[src/circular_buffer_deque_core_defines.svh]
// Assertion macros shared by the deque core RTL.
`ifndef CIRCULAR_BUFFER_DEQUE_CORE_DEFINES_SVH
`define CIRCULAR_BUFFER_DEQUE_CORE_DEFINES_SVH
`ifndef SYNTH
`define CBD_ASSERT_IMP(lbl, clk, rstn, ante, cons, msg) \
    lbl: assert property (@(posedge clk) disable iff (!rstn) (ante) |-> (cons)) \
        else $error(msg);
`define CBD_ASSERT_NEXT(lbl, clk, rstn, ante, cons, msg) \
    lbl: assert property (@(posedge clk) disable iff (!rstn) (ante) |=> (cons)) \
        else $error(msg);
`else
`define CBD_ASSERT_IMP(lbl, clk, rstn, ante, cons, msg)
`define CBD_ASSERT_NEXT(lbl, clk, rstn, ante, cons, msg)
`endif
`endif

[src/cbd_pkg.sv]
// Types, constants and helpers for the deque core.
`default_nettype none
package cbd_pkg;
    localparam int DEPTH      = 16;
    localparam int VALUE_BITS = 32;
    localparam int IDX_W      = $clog2(DEPTH);
    localparam int CNT_W      = $clog2(DEPTH + 1);
    localparam int SUM_W      = IDX_W + 1;
    localparam int STEP_W     = $clog2(SUM_W);

    localparam int CFG_W      = 5;
    localparam int KIND_W     = 3;
    localparam int DATA_W     = 32;
    localparam int STATUS_W   = 2;
    localparam int COUNT_W    = 5;
    localparam int OUT_BITS   = DATA_W + STATUS_W + COUNT_W;
    localparam int M_TDATA_W  = 8 * ((OUT_BITS + 7) / 8);
    localparam int OUT_PAD_W  = M_TDATA_W - OUT_BITS;

    typedef enum logic [KIND_W-1:0] {
        KIND_ADD_FRONT    = 3'd0,
        KIND_ADD_BACK     = 3'd1,
        KIND_REMOVE_FRONT = 3'd2,
        KIND_REMOVE_BACK  = 3'd3,
        KIND_READ_FRONT   = 3'd4,
        KIND_READ_BACK    = 3'd5
    } kind_t;

    typedef enum logic [STATUS_W-1:0] {
        STAT_DONE  = 2'd0,
        STAT_EMPTY = 2'd1,
        STAT_FULL  = 2'd2
    } status_t;

    typedef enum logic [1:0] {
        S_IDLE,
        S_DIVIDE,
        S_ACCESS,
        S_RESPOND
    } state_t;

    typedef struct packed {
        logic load;
        logic step;
        logic commit;
        logic emit;
    } ctrl_cmd_t;

    typedef struct packed {
        logic div_last;
        logic out_free;
    } dp_sts_t;

    // Clamp the programmed capacity to 1..DEPTH.
    function automatic logic [CNT_W-1:0] eff_cap(input logic [CFG_W-1:0] cfg);
        if (cfg == '0)
            return CNT_W'(1);
        else if (int'(cfg) > DEPTH)
            return CNT_W'(DEPTH);
        else
            return CNT_W'(cfg);
    endfunction
endpackage
`default_nettype wire

[src/cbd_ram.sv]
// Generic single-port RAM with registered read data.
`default_nettype none
module cbd_ram #(
    parameter int WIDTH = 32,
    parameter int DEPTH = 16
) (
    input  wire logic                     clk,
    input  wire logic                     en,
    input  wire logic                     we,
    input  wire logic [$clog2(DEPTH)-1:0] addr,
    input  wire logic [WIDTH-1:0]         wdata,
    output logic      [WIDTH-1:0]         rdata
);
    logic [WIDTH-1:0] mem [DEPTH];

    always_ff @(posedge clk)
    begin
        if (en)
        begin
            if (we)
                mem[addr] <= wdata;
            else
                rdata <= mem[addr];
        end
    end
endmodule
`default_nettype wire

[src/cbd_ctrl.sv]
// Request sequencer for the deque core.
`default_nettype none
`include "circular_buffer_deque_core_defines.svh"
module cbd_ctrl (
    input  wire logic              clk,
    input  wire logic              rst_n,
    input  wire logic              s_tvalid,
    output logic                   s_tready,
    input  wire cbd_pkg::dp_sts_t  sts,
    output cbd_pkg::ctrl_cmd_t     cmd
);
    import cbd_pkg::*;

    state_t state_reg;
    state_t state_next;

    always_ff @(posedge clk or negedge rst_n)
    begin
        if (!rst_n)
            state_reg <= S_IDLE;
        else
            state_reg <= state_next;
    end

    always_comb
    begin
        state_next = state_reg;
        cmd        = '0;
        s_tready   = 1'b0;
        unique case (state_reg)
            S_IDLE:
            begin
                s_tready = 1'b1;
                if (s_tvalid)
                begin
                    cmd.load   = 1'b1;
                    state_next = S_DIVIDE;
                end
            end
            S_DIVIDE:
            begin
                cmd.step = 1'b1;
                if (sts.div_last)
                    state_next = S_ACCESS;
            end
            S_ACCESS:
            begin
                cmd.commit = 1'b1;
                state_next = S_RESPOND;
            end
            S_RESPOND:
            begin
                // hold the result until the output register frees up
                if (sts.out_free)
                begin
                    cmd.emit   = 1'b1;
                    state_next = S_IDLE;
                end
            end
            default:
                state_next = S_IDLE;
        endcase
    end

    `CBD_ASSERT_NEXT(a_one_in_flight, clk, rst_n, s_tvalid && s_tready, !s_tready, "second request taken while busy")
    `CBD_ASSERT_NEXT(a_commit_then_respond, clk, rst_n, cmd.commit, state_reg == S_RESPOND, "commit not followed by respond")
endmodule
`default_nettype wire

[src/cbd_dp.sv]
// Deque datapath: pointers, slot remainder unit, element store, output register.
`default_nettype none
`include "circular_buffer_deque_core_defines.svh"
module cbd_dp (
    input  wire logic                          clk,
    input  wire logic                          rst_n,
    input  wire cbd_pkg::ctrl_cmd_t            cmd,
    output cbd_pkg::dp_sts_t                   sts,
    input  wire logic [cbd_pkg::KIND_W-1:0]    req_kind,
    input  wire logic [cbd_pkg::DATA_W-1:0]    req_value,
    input  wire logic                          cfg_valid,
    input  wire logic [cbd_pkg::CFG_W-1:0]     cfg_data,
    input  wire logic                          m_tready,
    output logic                               m_tvalid,
    output logic [cbd_pkg::M_TDATA_W-1:0]      m_tdata
);
    import cbd_pkg::*;

    logic [CFG_W-1:0]      cap_cfg_reg;
    logic [CNT_W-1:0]      cap_reg;
    logic [IDX_W-1:0]      front_reg;
    logic [IDX_W-1:0]      front_next;
    logic [CNT_W-1:0]      count_reg;
    logic [CNT_W-1:0]      count_next;
    status_t               status_reg;
    status_t               status_next;
    logic                  rd_flag_reg;
    logic                  rd_flag_next;
    logic [IDX_W-1:0]      rem_reg;
    logic                  m_tvalid_reg;

    kind_t                 kind_reg;
    logic [VALUE_BITS-1:0] value_reg;
    logic [SUM_W-1:0]      div_reg;
    logic [STEP_W-1:0]     step_reg;
    logic [M_TDATA_W-1:0]  m_tdata_reg;

    logic [CNT_W-1:0]      cap_now;
    logic [CNT_W-1:0]      offset;
    logic [SUM_W-1:0]      trial;
    logic [SUM_W-1:0]      cap_ext;
    logic [IDX_W-1:0]      rem_step;
    logic                  full;
    logic                  empty;
    logic                  ram_en;
    logic                  ram_we;
    logic [VALUE_BITS-1:0] ram_rdata;
    logic [DATA_W-1:0]     rd_value;

    assign cap_now = eff_cap(cap_cfg_reg);

    // distance from the front for the slot this request touches (for remove front, the new front)
    always_comb
    begin
        unique case (kind_t'(req_kind))
            KIND_ADD_FRONT:    offset = cap_now - CNT_W'(1);
            KIND_ADD_BACK:     offset = count_reg;
            KIND_REMOVE_FRONT: offset = CNT_W'(1);
            KIND_READ_BACK:    offset = count_reg - CNT_W'(1);
            default:           offset = '0;
        endcase
    end

    // restoring remainder, one dividend bit per step
    assign trial    = {rem_reg, div_reg[SUM_W-1]};
    assign cap_ext  = SUM_W'(cap_reg);
    assign rem_step = (trial >= cap_ext) ? IDX_W'(trial - cap_ext) : IDX_W'(trial);

    assign sts.div_last = (step_reg == STEP_W'(SUM_W - 1));
    assign sts.out_free = !m_tvalid_reg || m_tready;

    assign full  = (count_reg >= cap_reg);
    assign empty = (count_reg == '0);

    always_comb
    begin
        front_next   = front_reg;
        count_next   = count_reg;
        status_next  = status_reg;
        rd_flag_next = rd_flag_reg;
        ram_en       = 1'b0;
        ram_we       = 1'b0;
        if (cmd.commit)
        begin
            status_next  = STAT_DONE;
            rd_flag_next = 1'b0;
            unique case (kind_reg)
                KIND_ADD_FRONT, KIND_ADD_BACK:
                begin
                    if (full)
                        status_next = STAT_FULL;
                    else
                    begin
                        ram_en     = 1'b1;
                        ram_we     = 1'b1;
                        count_next = count_reg + CNT_W'(1);
                        if (kind_reg == KIND_ADD_FRONT)
                            front_next = rem_reg;
                    end
                end
                KIND_REMOVE_FRONT:
                begin
                    if (empty)
                        status_next = STAT_EMPTY;
                    else
                    begin
                        front_next = rem_reg;
                        count_next = count_reg - CNT_W'(1);
                    end
                end
                KIND_REMOVE_BACK:
                begin
                    if (empty)
                        status_next = STAT_EMPTY;
                    else
                        count_next = count_reg - CNT_W'(1);
                end
                KIND_READ_FRONT, KIND_READ_BACK:
                begin
                    if (empty)
                        status_next = STAT_EMPTY;
                    else
                    begin
                        ram_en       = 1'b1;
                        rd_flag_next = 1'b1;
                    end
                end
                default:
                begin
                end
            endcase
        end
    end

    cbd_ram #(
        .WIDTH (VALUE_BITS),
        .DEPTH (DEPTH)
    ) u_store (
        .clk   (clk),
        .en    (ram_en),
        .we    (ram_we),
        .addr  (rem_reg),
        .wdata (value_reg),
        .rdata (ram_rdata)
    );

    assign rd_value = rd_flag_reg ? DATA_W'(ram_rdata) : '0;

    always_ff @(posedge clk or negedge rst_n)
    begin
        if (!rst_n)
        begin
            cap_cfg_reg  <= CFG_W'(DEPTH);
            cap_reg      <= CNT_W'(DEPTH);
            front_reg    <= '0;
            count_reg    <= '0;
            status_reg   <= STAT_DONE;
            rd_flag_reg  <= 1'b0;
            rem_reg      <= '0;
            m_tvalid_reg <= 1'b0;
        end
        else
        begin
            if (cfg_valid)
                cap_cfg_reg <= cfg_data;
            if (cmd.load)
            begin
                cap_reg <= cap_now;
                rem_reg <= '0;
            end
            else if (cmd.step)
                rem_reg <= rem_step;
            front_reg   <= front_next;
            count_reg   <= count_next;
            status_reg  <= status_next;
            rd_flag_reg <= rd_flag_next;
            if (cmd.emit)
                m_tvalid_reg <= 1'b1;
            else if (m_tready)
                m_tvalid_reg <= 1'b0;
        end
    end

    always_ff @(posedge clk)
    begin
        if (cmd.load)
        begin
            kind_reg  <= kind_t'(req_kind);
            value_reg <= VALUE_BITS'(req_value);
            div_reg   <= SUM_W'(front_reg) + SUM_W'(offset);
            step_reg  <= '0;
        end
        else if (cmd.step)
        begin
            div_reg  <= div_reg << 1;
            step_reg <= step_reg + STEP_W'(1);
        end
        if (cmd.emit)
            m_tdata_reg <= {OUT_PAD_W'(0), COUNT_W'(count_reg), status_reg, rd_value};
    end

    assign m_tvalid = m_tvalid_reg;
    assign m_tdata  = m_tdata_reg;

    `CBD_ASSERT_IMP(a_count_limit, clk, rst_n, 1'b1, int'(count_reg) <= DEPTH, "count above store depth")
    `CBD_ASSERT_IMP(a_rem_range, clk, rst_n, 1'b1, SUM_W'(rem_reg) < SUM_W'(cap_reg), "slot remainder not below capacity")
    `CBD_ASSERT_NEXT(a_add_count, clk, rst_n, cmd.commit && ram_we, count_reg == $past(count_reg) + CNT_W'(1), "accepted add did not bump count")
endmodule
`default_nettype wire

[src/circular_buffer_deque_core.sv]
// Top level of the fixed-capacity circular deque.
//
// Requests arrive on the s_ stream: s_tuser carries the request kind (add front,
// add back, remove front, remove back, read front, read back), s_tdata the value
// to add. Each request yields one result on the m_ stream with the read value,
// a status (done, empty, full) and the element count after the request.
// capacity_in_use is written on the cfg channel (always ready); the user must
// write it only while idle, as the block itself does not enforce this.
// One request is worked at a time. The slot index (front + offset) mod capacity
// comes from a restoring remainder unit that takes one dividend bit per cycle.
// A request passes the DIVIDE, ACCESS and RESPOND states, and the next request
// is taken only once the sequencer is back in IDLE.
// The finished result sits in an output register, so a new request is accepted
// while the previous result waits; if m_tready stays low the block holds the
// next result internally and stops taking requests until the register frees.
// Reset clears the count and front index and sets capacity_in_use to 16; the
// element store is not cleared.
`default_nettype none
module circular_buffer_deque_core (
    input  wire logic                          clk,
    input  wire logic                          rst_n,
    input  wire logic                          s_tvalid,
    output logic                               s_tready,
    input  wire logic [cbd_pkg::DATA_W-1:0]    s_tdata,   // [31:0] value
    input  wire logic [cbd_pkg::KIND_W-1:0]    s_tuser,   // [2:0] kind
    output logic                               m_tvalid,
    input  wire logic                          m_tready,
    // [31:0] read_value, [33:32] status, [38:34] count, [39] zero
    output logic [cbd_pkg::M_TDATA_W-1:0]      m_tdata,
    input  wire logic                          cfg_valid,
    output logic                               cfg_ready,
    input  wire logic [cbd_pkg::CFG_W-1:0]     cfg_data
);
    import cbd_pkg::*;

    ctrl_cmd_t cmd;
    dp_sts_t   sts;

    assign cfg_ready = 1'b1;

    cbd_ctrl u_ctrl (
        .clk      (clk),
        .rst_n    (rst_n),
        .s_tvalid (s_tvalid),
        .s_tready (s_tready),
        .sts      (sts),
        .cmd      (cmd)
    );

    cbd_dp u_dp (
        .clk       (clk),
        .rst_n     (rst_n),
        .cmd       (cmd),
        .sts       (sts),
        .req_kind  (s_tuser),
        .req_value (s_tdata),
        .cfg_valid (cfg_valid),
        .cfg_data  (cfg_data),
        .m_tready  (m_tready),
        .m_tvalid  (m_tvalid),
        .m_tdata   (m_tdata)
    );
endmodule
`default_nettype wire
[config.mk]
export PLATFORM = sky130hd
export DESIGN_NAME = circular_buffer_deque_core
export DESIGN_NICKNAME = d
export VERILOG_FILES = /design/src/cbd_pkg.sv /design/src/cbd_ram.sv /design/src/cbd_ctrl.sv /design/src/cbd_dp.sv /design/src/circular_buffer_deque_core.sv
export VERILOG_INCLUDE_DIRS = /design/src /design/src/src
export SDC_FILE = /design/constraint.sdc
export NUM_CORES = 1
export LEC_CHECK = 0
export ABC_AREA = 0
export CAP_MARGIN = 20
export CORE_ASPECT_RATIO = 1.1
export CORE_MARGIN = 5
export CORE_UTILIZATION = 38
export CTS_CLUSTER_DIAMETER = 60
export DETAILED_ROUTE_END_ITERATION = 7
export DONT_BUFFER_PORTS = 1
export MAX_ROUTING_LAYER = met4
export SLEW_MARGIN = 15
export SYNTH_ARGS = -nofsm -noshare
export SYNTH_HDL_FRONTEND = slang
export SYNTH_SLANG_ARGS = --single-unit
[constraint.sdc]
create_clock -name clk -period 8.8 [get_ports clk]
set_clock_uncertainty 0.1 [all_clocks]
set_input_delay 1.32 -clock clk [delete_from_list [all_inputs] [get_ports clk]]
set_output_delay 1.32 -clock clk [all_outputs]
set_load 0.1 [all_outputs]
======== After elaboration in Yosys (flattened, before gate mapping) ========
Memory sizes are Yosys's and may differ from the RTL's. A register that Yosys moved wholly into a read port is not among the register bits.
Cells that the tools add are included.
operators by class
  add/sub/neg operators ................... 6
  multipliers ............................. 0
  divide/modulo/power cells ............... 0
  magnitude comparators ................... 3
  equal/unequal tests ..................... 19
  shift-type cells ........................ 0
  mux-type cells .......................... 41
  bitwise gates (word level) .............. 1
  reduce and logical (&&, ||, !) cells .... 19
operators with widths
  operator                                              count
  2-to-1 mux 5 bit                                      6
  2-to-1 mux 4 bit                                      6
  case mux 5 bit (4 select lines)                       1
  2-to-1 mux 1 bit                                      19
  == test 3 bit, second input constant                  4
  != test 2 bit, second input constant                  6
  greater-or-equal comparator 5 bit                     2
  zero test 5 bit                                       2
  case mux 5 bit (2 select lines)                       1
  subtractor 5 x 1 -> 5 bit, second input constant      2
  == test 3 x 2 -> 1 bit, second input constant         3
  2-to-1 mux 2 bit                                      4
  case mux 2 bit (4 select lines)                       1
  case mux 4 bit (2 select lines)                       1
  nonzero test 2 bit                                    4
  == test 3 x 1 -> 1 bit, second input constant         2
  zero test 3 bit                                       2
  OR reduction 2 bit                                    3
  adder 4 x 5 -> 5 bit                                  1
  adder 5 x 1 -> 5 bit, second input constant           1
  greater-than comparator 5 bit, second input constant  1
  AND reduction 5 bit                                   1
  == test 2 bit, second input constant                  2
  case mux 2 bit (2 select lines)                       1
  other kinds (13)                                      13
storage, ports and cells
  register bits ........................... 111
  latch bits .............................. 0
  memory bits (writable) .................. 512
  memory bits (read-only) ................. 0
  bits of input ports ..................... 45
  output and inout bits ................... 43
  word-level logic and storage cells ...... 105
  memories ................................ 1
memories
  memory            words  width  rd ports  clocked after memory_dff  wr ports  RTL line       source
  u_dp.u_store.mem  16     32     1         1                         1         cbd_ram.sv:14  logic [WIDTH-1:0] mem [DEPTH];

======== Logic depth before layout (Yosys ltp) ========
  word-level depth ........................ 7
  gate-level depth with buffers ........... 12
  gate-level depth less buffers ........... 12

======== Modules after synthesis ========
Synthesis repeated with hierarchy kept, for this count alone.
unflattened totals
  cells, all modules ...................... 1209
  area total of the unflattened synthesis .. 25159.1 µm²
by module, submodules not included
  module                      times used  cells each  area each (µm²)  sequential area each (µm²)
  cbd_ram                     1           844         20216.9          16335.7
  cbd_dp                      1           346         4763.3           3110.5
  cbd_ctrl                    1           17          167.7            50.0
  circular_buffer_deque_core  1           2           11.3             0.0

======== Worst setup path before layout ========
No wires, ideal clock.
  path type ............................... register to register
  start point ............................. register u_dp.count_reg[0]
  end point ............................... memory u_dp.u_store.mem[0][0], enable pin
  setup time .............................. 0.513 ns
  data arrival time ....................... 4.842 ns
  data required time ...................... 8.187 ns
  path slack .............................. 3.346 ns
  stages on the path, launching flop included .. 8
  buffers on the path ..................... 1
  clock period less this slack ............ 5.454 ns
  path through ............................ dfrtp_1 -> clkbuf_1 -> inv_1 -> ha_1 -> nor2b_1 -> o21ai_0 -> a31o_2 -> nor4b_1
between the ends
  word-level cells in the longest chain between the ends .. 7
  elaborated cells on any way between the ends .. 11
  classes of those cells .................. 1 x order compare; 9 x mux; 1 x reduce/logical
RTL lines
  item                                      RTL line       source
  from (decl)                               cbd_dp.sv:23   logic [CNT_W-1:0] count_reg;
  from (signal assigned)                    cbd_dp.sv:174  count_reg <= count_next;
  greater-or-equal comparator 5 bit         cbd_dp.sv:72   assign full = (count_reg >= cap_reg);
  2-to-1 mux 1 bit                          cbd_dp.sv:90   if (full)
  2-to-1 mux 1 bit                          cbd_dp.sv:87   unique case (kind_reg)
  2-to-1 mux 1 bit                          cbd_dp.sv:83   if (cmd.commit)
  2-to-1 mux 1 bit                          cbd_ram.sv:20  if (we)
  2-to-1 mux 1 bit *                        cbd_ram.sv:18  if (en)
  2-to-1 mux 1 bit (not written as such) *  cbd_ram.sv:21  mem[addr] <= wdata;
  to (decl)                                 cbd_ram.sv:14
Mark *: on every way between the ends. The rest lies on a longest branch, timed or not.

======== Final worst setup path ========
  start point ............................. register u_ctrl.state_reg[0]
  end point ............................... memory u_dp.u_store.mem[14][12], enable pin
between the ends
  word-level cells in the longest chain between the ends .. 6
  elaborated cells on any way between the ends .. 7
  classes of those cells .................. 1 x eq/ne; 6 x mux
RTL lines
  item                                      RTL line        source
  from (decl)                               cbd_ctrl.sv:14  state_t state_reg;
  from (signal assigned)                    cbd_ctrl.sv:22  state_reg <= state_next;
  == test 2 bit *                           cbd_ctrl.sv:30  unique case (state_reg)
  2-to-1 mux 1 bit *                        cbd_ctrl.sv:30
  2-to-1 mux 1 bit                          cbd_dp.sv:83
  2-to-1 mux 1 bit                          cbd_ram.sv:20
  2-to-1 mux 1 bit *                        cbd_ram.sv:18
  2-to-1 mux 1 bit (not written as such) *  cbd_ram.sv:21
Marked as above.

==> run_results.csv <==
group,metric,value,unit
placement,dp_slack,4.92,ns
worst_setup_path,crit_path_end_kind,"flip-flop",
clock_network,cts_made_buffers,72,
clock_network,cts.path.max_buffers,3,
floorplanning,row_count,99,
clock_network,cts.clk_slew.worst_paths,0.06,ns
floorplanning,ios,88,
routing,drc,0,
power,switching_power,0.00266,W
worst_hold_path,hp-class,"in -> async",
worst_setup_path,critPathMaxFanout,19,
routing,drtPass1Iterations,5,
job,cap_violations,0,
floorplanning,die_h,280,µm
sta,rsz0062_at_grt,"false",
clock_network,cts_hold_buf,0,
layout,drive_gt1_share,26.5,%
layout,n_fill_cell,5547,
sta,fin_tns_setup,0,ns
routing,wl_met2,26.4,mm
sta,period_share,43.9,%
sta,finalMaxSlewViolations,0,
placement,io_buffers,0,
power,comb_power_share,17.6,%
power,p_seq_share,50.0,%
floorplanning,start_util,38.1,%
global_routing,overflow,0,
synth,ys.flop_type,"edfxtp_1",
synth,synth_nets,1208,
placement,dpl.hpwl,29.6,mm
routing,top_layer,"met4",
sta,fin_ws,4.94,ns
sta,hold_ws,0.310,ns
floorplanning,die_w,255,µm
sta,worst_pin_slew,0.972,ns
power,p_leak,8.98,nW
routing,wire_per_inst,24.8,µm
routing,drt-met1-wl,21.8,mm
power,peakVddDrop,0.188,mV
synth,synthArstFlopShare,4.43,%
power,pwr-share-clk,32.4,%
layout,final_common_cell,"edfxtp_1",
layout,final_cell_mix,"623 x edfxtp_1, 160 x mux4_2, 73 x clkbuf_16",
worst_setup_path,arrival,4.02,ns
layout,nets,1259,
clock_network,insertion_delay,0.61,ns
synth,synth_cells,1138,
synth,ys_seq_elements,655,
placement,gp_congestion,0.760,
clock_network,cts.sinks,655,
worst_setup_path,startpoint_type,"flip-flop",
sta,hold_viol_final,0,
global_routing,grt_pass1_wl,78.5,mm
routing,vias,11200,
clock_network,cts-root-buf,"clkbuf_16",
sta,fmaxAchievable,259,MHz
synth,ys_seq_area_share,77.5,%
routing,ant_nets,0,
worst_setup_path,r2r_slack,4.94,ns
routing,vias_per_cell,5.31,
run_status,status,"finished clean",
synth,netlist-cell-type-count,53,
layout,syn2layout_area_growth,13.8,%
global_routing,grt_max_degree,105,
sta,fin_crit,3.86,ns
synth,synth_edf_count,623,
global_routing,groute.usage.overall,15.3,%
layout,design_area,0.0286,mm²
global_routing,grt_antenna_before_repair,0,
routing,wl_met3,3.09,mm
sta,finalSetupViolations,0,
worst_setup_path,critical_path_class,"reg -> reg",
floorplanning,coreArea,0.0660,mm²
power,totalPowerFinal,0.00885,W
clock_network,cts.htree.levels,3,
synth,avgSynthCellArea,22.1,µm²
synth,yosys_warnings,0,
sta,slew-limit-headroom,35.2,%
clock_network,post_cts_resize_count,0,
layout,largest_reg_flops,512,
clock_network,cts_tree,"yes",
floorplanning,dieArea,0.0714,mm²
worst_setup_path,cp_data_required_time,8.96,ns
clock_network,postCtsSetupBuffers,0,
placement,place_area,0.0263,mm²
routing,drtIter0Drc,865,
routing,drt_wl_total,52.2,mm
synth,netlist_area,0.0251,mm²
power,swShare,30.0,%
power,power.density,309,mW/mm²
global_routing,first_global_vias,11800,
power,power.internal,0.00619,W
[worst max-delay path, cell delays in order, from the launching register on]
cell,delay [ns]
dfrtp_1,0.40
inv_1,0.10
ha_1,0.32
nor2b_1,0.39
nand3_1,0.17
a31oi_1,0.59
nand3_1,0.43
nor2_4,0.57
buf_4,0.42
[power by group through the flow]
| stage | Clock [W] | Combinational [W] | Sequential (W) |
|---|---|---|---|
| 4_1_cts | 0.00295 | 0.00160 | 0.00444 |
| 3_5_place_dp | 0 | 0.00159 | 0.00450 |
| 5_1_grt | 0.00309 | 0.00170 | 0.00447 |
| 6_report | 0.00287 | 0.00156 | 0.00442 |
| 2_1_floorplan | 0 | 0.00128 | 0.00430 |
| 3_3_place_gp | 0 | 0.00157 | 0.00449 |
[cells in the mapped netlist (all sizes together), types with 3 or more instances]
cell type  instances  area share [%]
buf               24            0.61
mux2              11            0.49
nand2b            10            0.25
a21o               3           0.090
dfxtp              3            0.24
ha                23             1.1
edfxtp           623              74
clkbuf            29            0.43
nor4b              3            0.10
and2              33            0.82
xnor2              6            0.21
mux4             160              14
inv               23            0.34
nor2b              7            0.17
nor4               5            0.12
nand3b             7            0.21
nor3               8            0.16
o21ai             19            0.38
nand4              5            0.12
dfrtp             27             2.7
xor2               6            0.21
nand3             10            0.20
a31oi              4            0.12
nand2             19            0.28
nor2              25            0.37
o22ai              3           0.075
a21oi             12            0.24
[layer usage]
metal | GRT usage [%] | up-vias
li1 | - | 4813
met1 | 20.1 | 5983
met2 | 24.2 | 288
met3 | 3.77 | 67
met4 | 3.93 | 0
met5 | - | -
[kinds of logic (layout without fill, tap and decap cells)]
family | after synthesis | in the layout | synth area share (%)
other | 2 | 3 | 0.0299
muxes | 173 | 173 | 14.9
AOI/OAI and AO/OA | 55 | 55 | 1.38
adders and majority gates | 25 | 25 | 1.30
buffers and inverters | 76 | 180 | 1.38
xor gates and xnor gates | 12 | 12 | 0.418
and+or+nand+nor | 140 | 140 | 3.06
DFF | 655 | 655 | 77.5
[area by class of cell]
class,count,area (µm²),share of cell area [%]
sequential,655,19500,68.2
multi-input combinational,407,5420,18.9
clock buffer,89,1890,6.60
tap,858,1070,3.75
clock inverter,38,362,1.26
timing repair buffer,30,275,0.962
inverter,23,86.3,0.302
antenna,1,2.50,0.00875
[final timing paths]
path                                     start  cells after the start                       end
min                                      rst_n                      0           u_dp.rem_reg[3]
max                        u_ctrl.state_reg[0]                      8  u_dp.u_store.mem[14][12]
min reg2reg                 u_dp.status_reg[0]                      0          u_dp.m_tdata[32]
max in group asynchronous                rst_n                      0           u_dp.cap_ext[4]
max reg2reg                u_ctrl.state_reg[0]                      8  u_dp.u_store.mem[14][12]
min in group clk            u_dp.status_reg[0]                      0          u_dp.m_tdata[32]
[stage by stage]
stage               utilization (%)  cells
global route                   43.3   2100
detailed placement             39.8   1970
floorplan                         -   1138
global placement               39.8   1970
CTS                            43.2   2097
finish                         43.3   2101
Note: power is estimated with default switching activity, not from simulation.
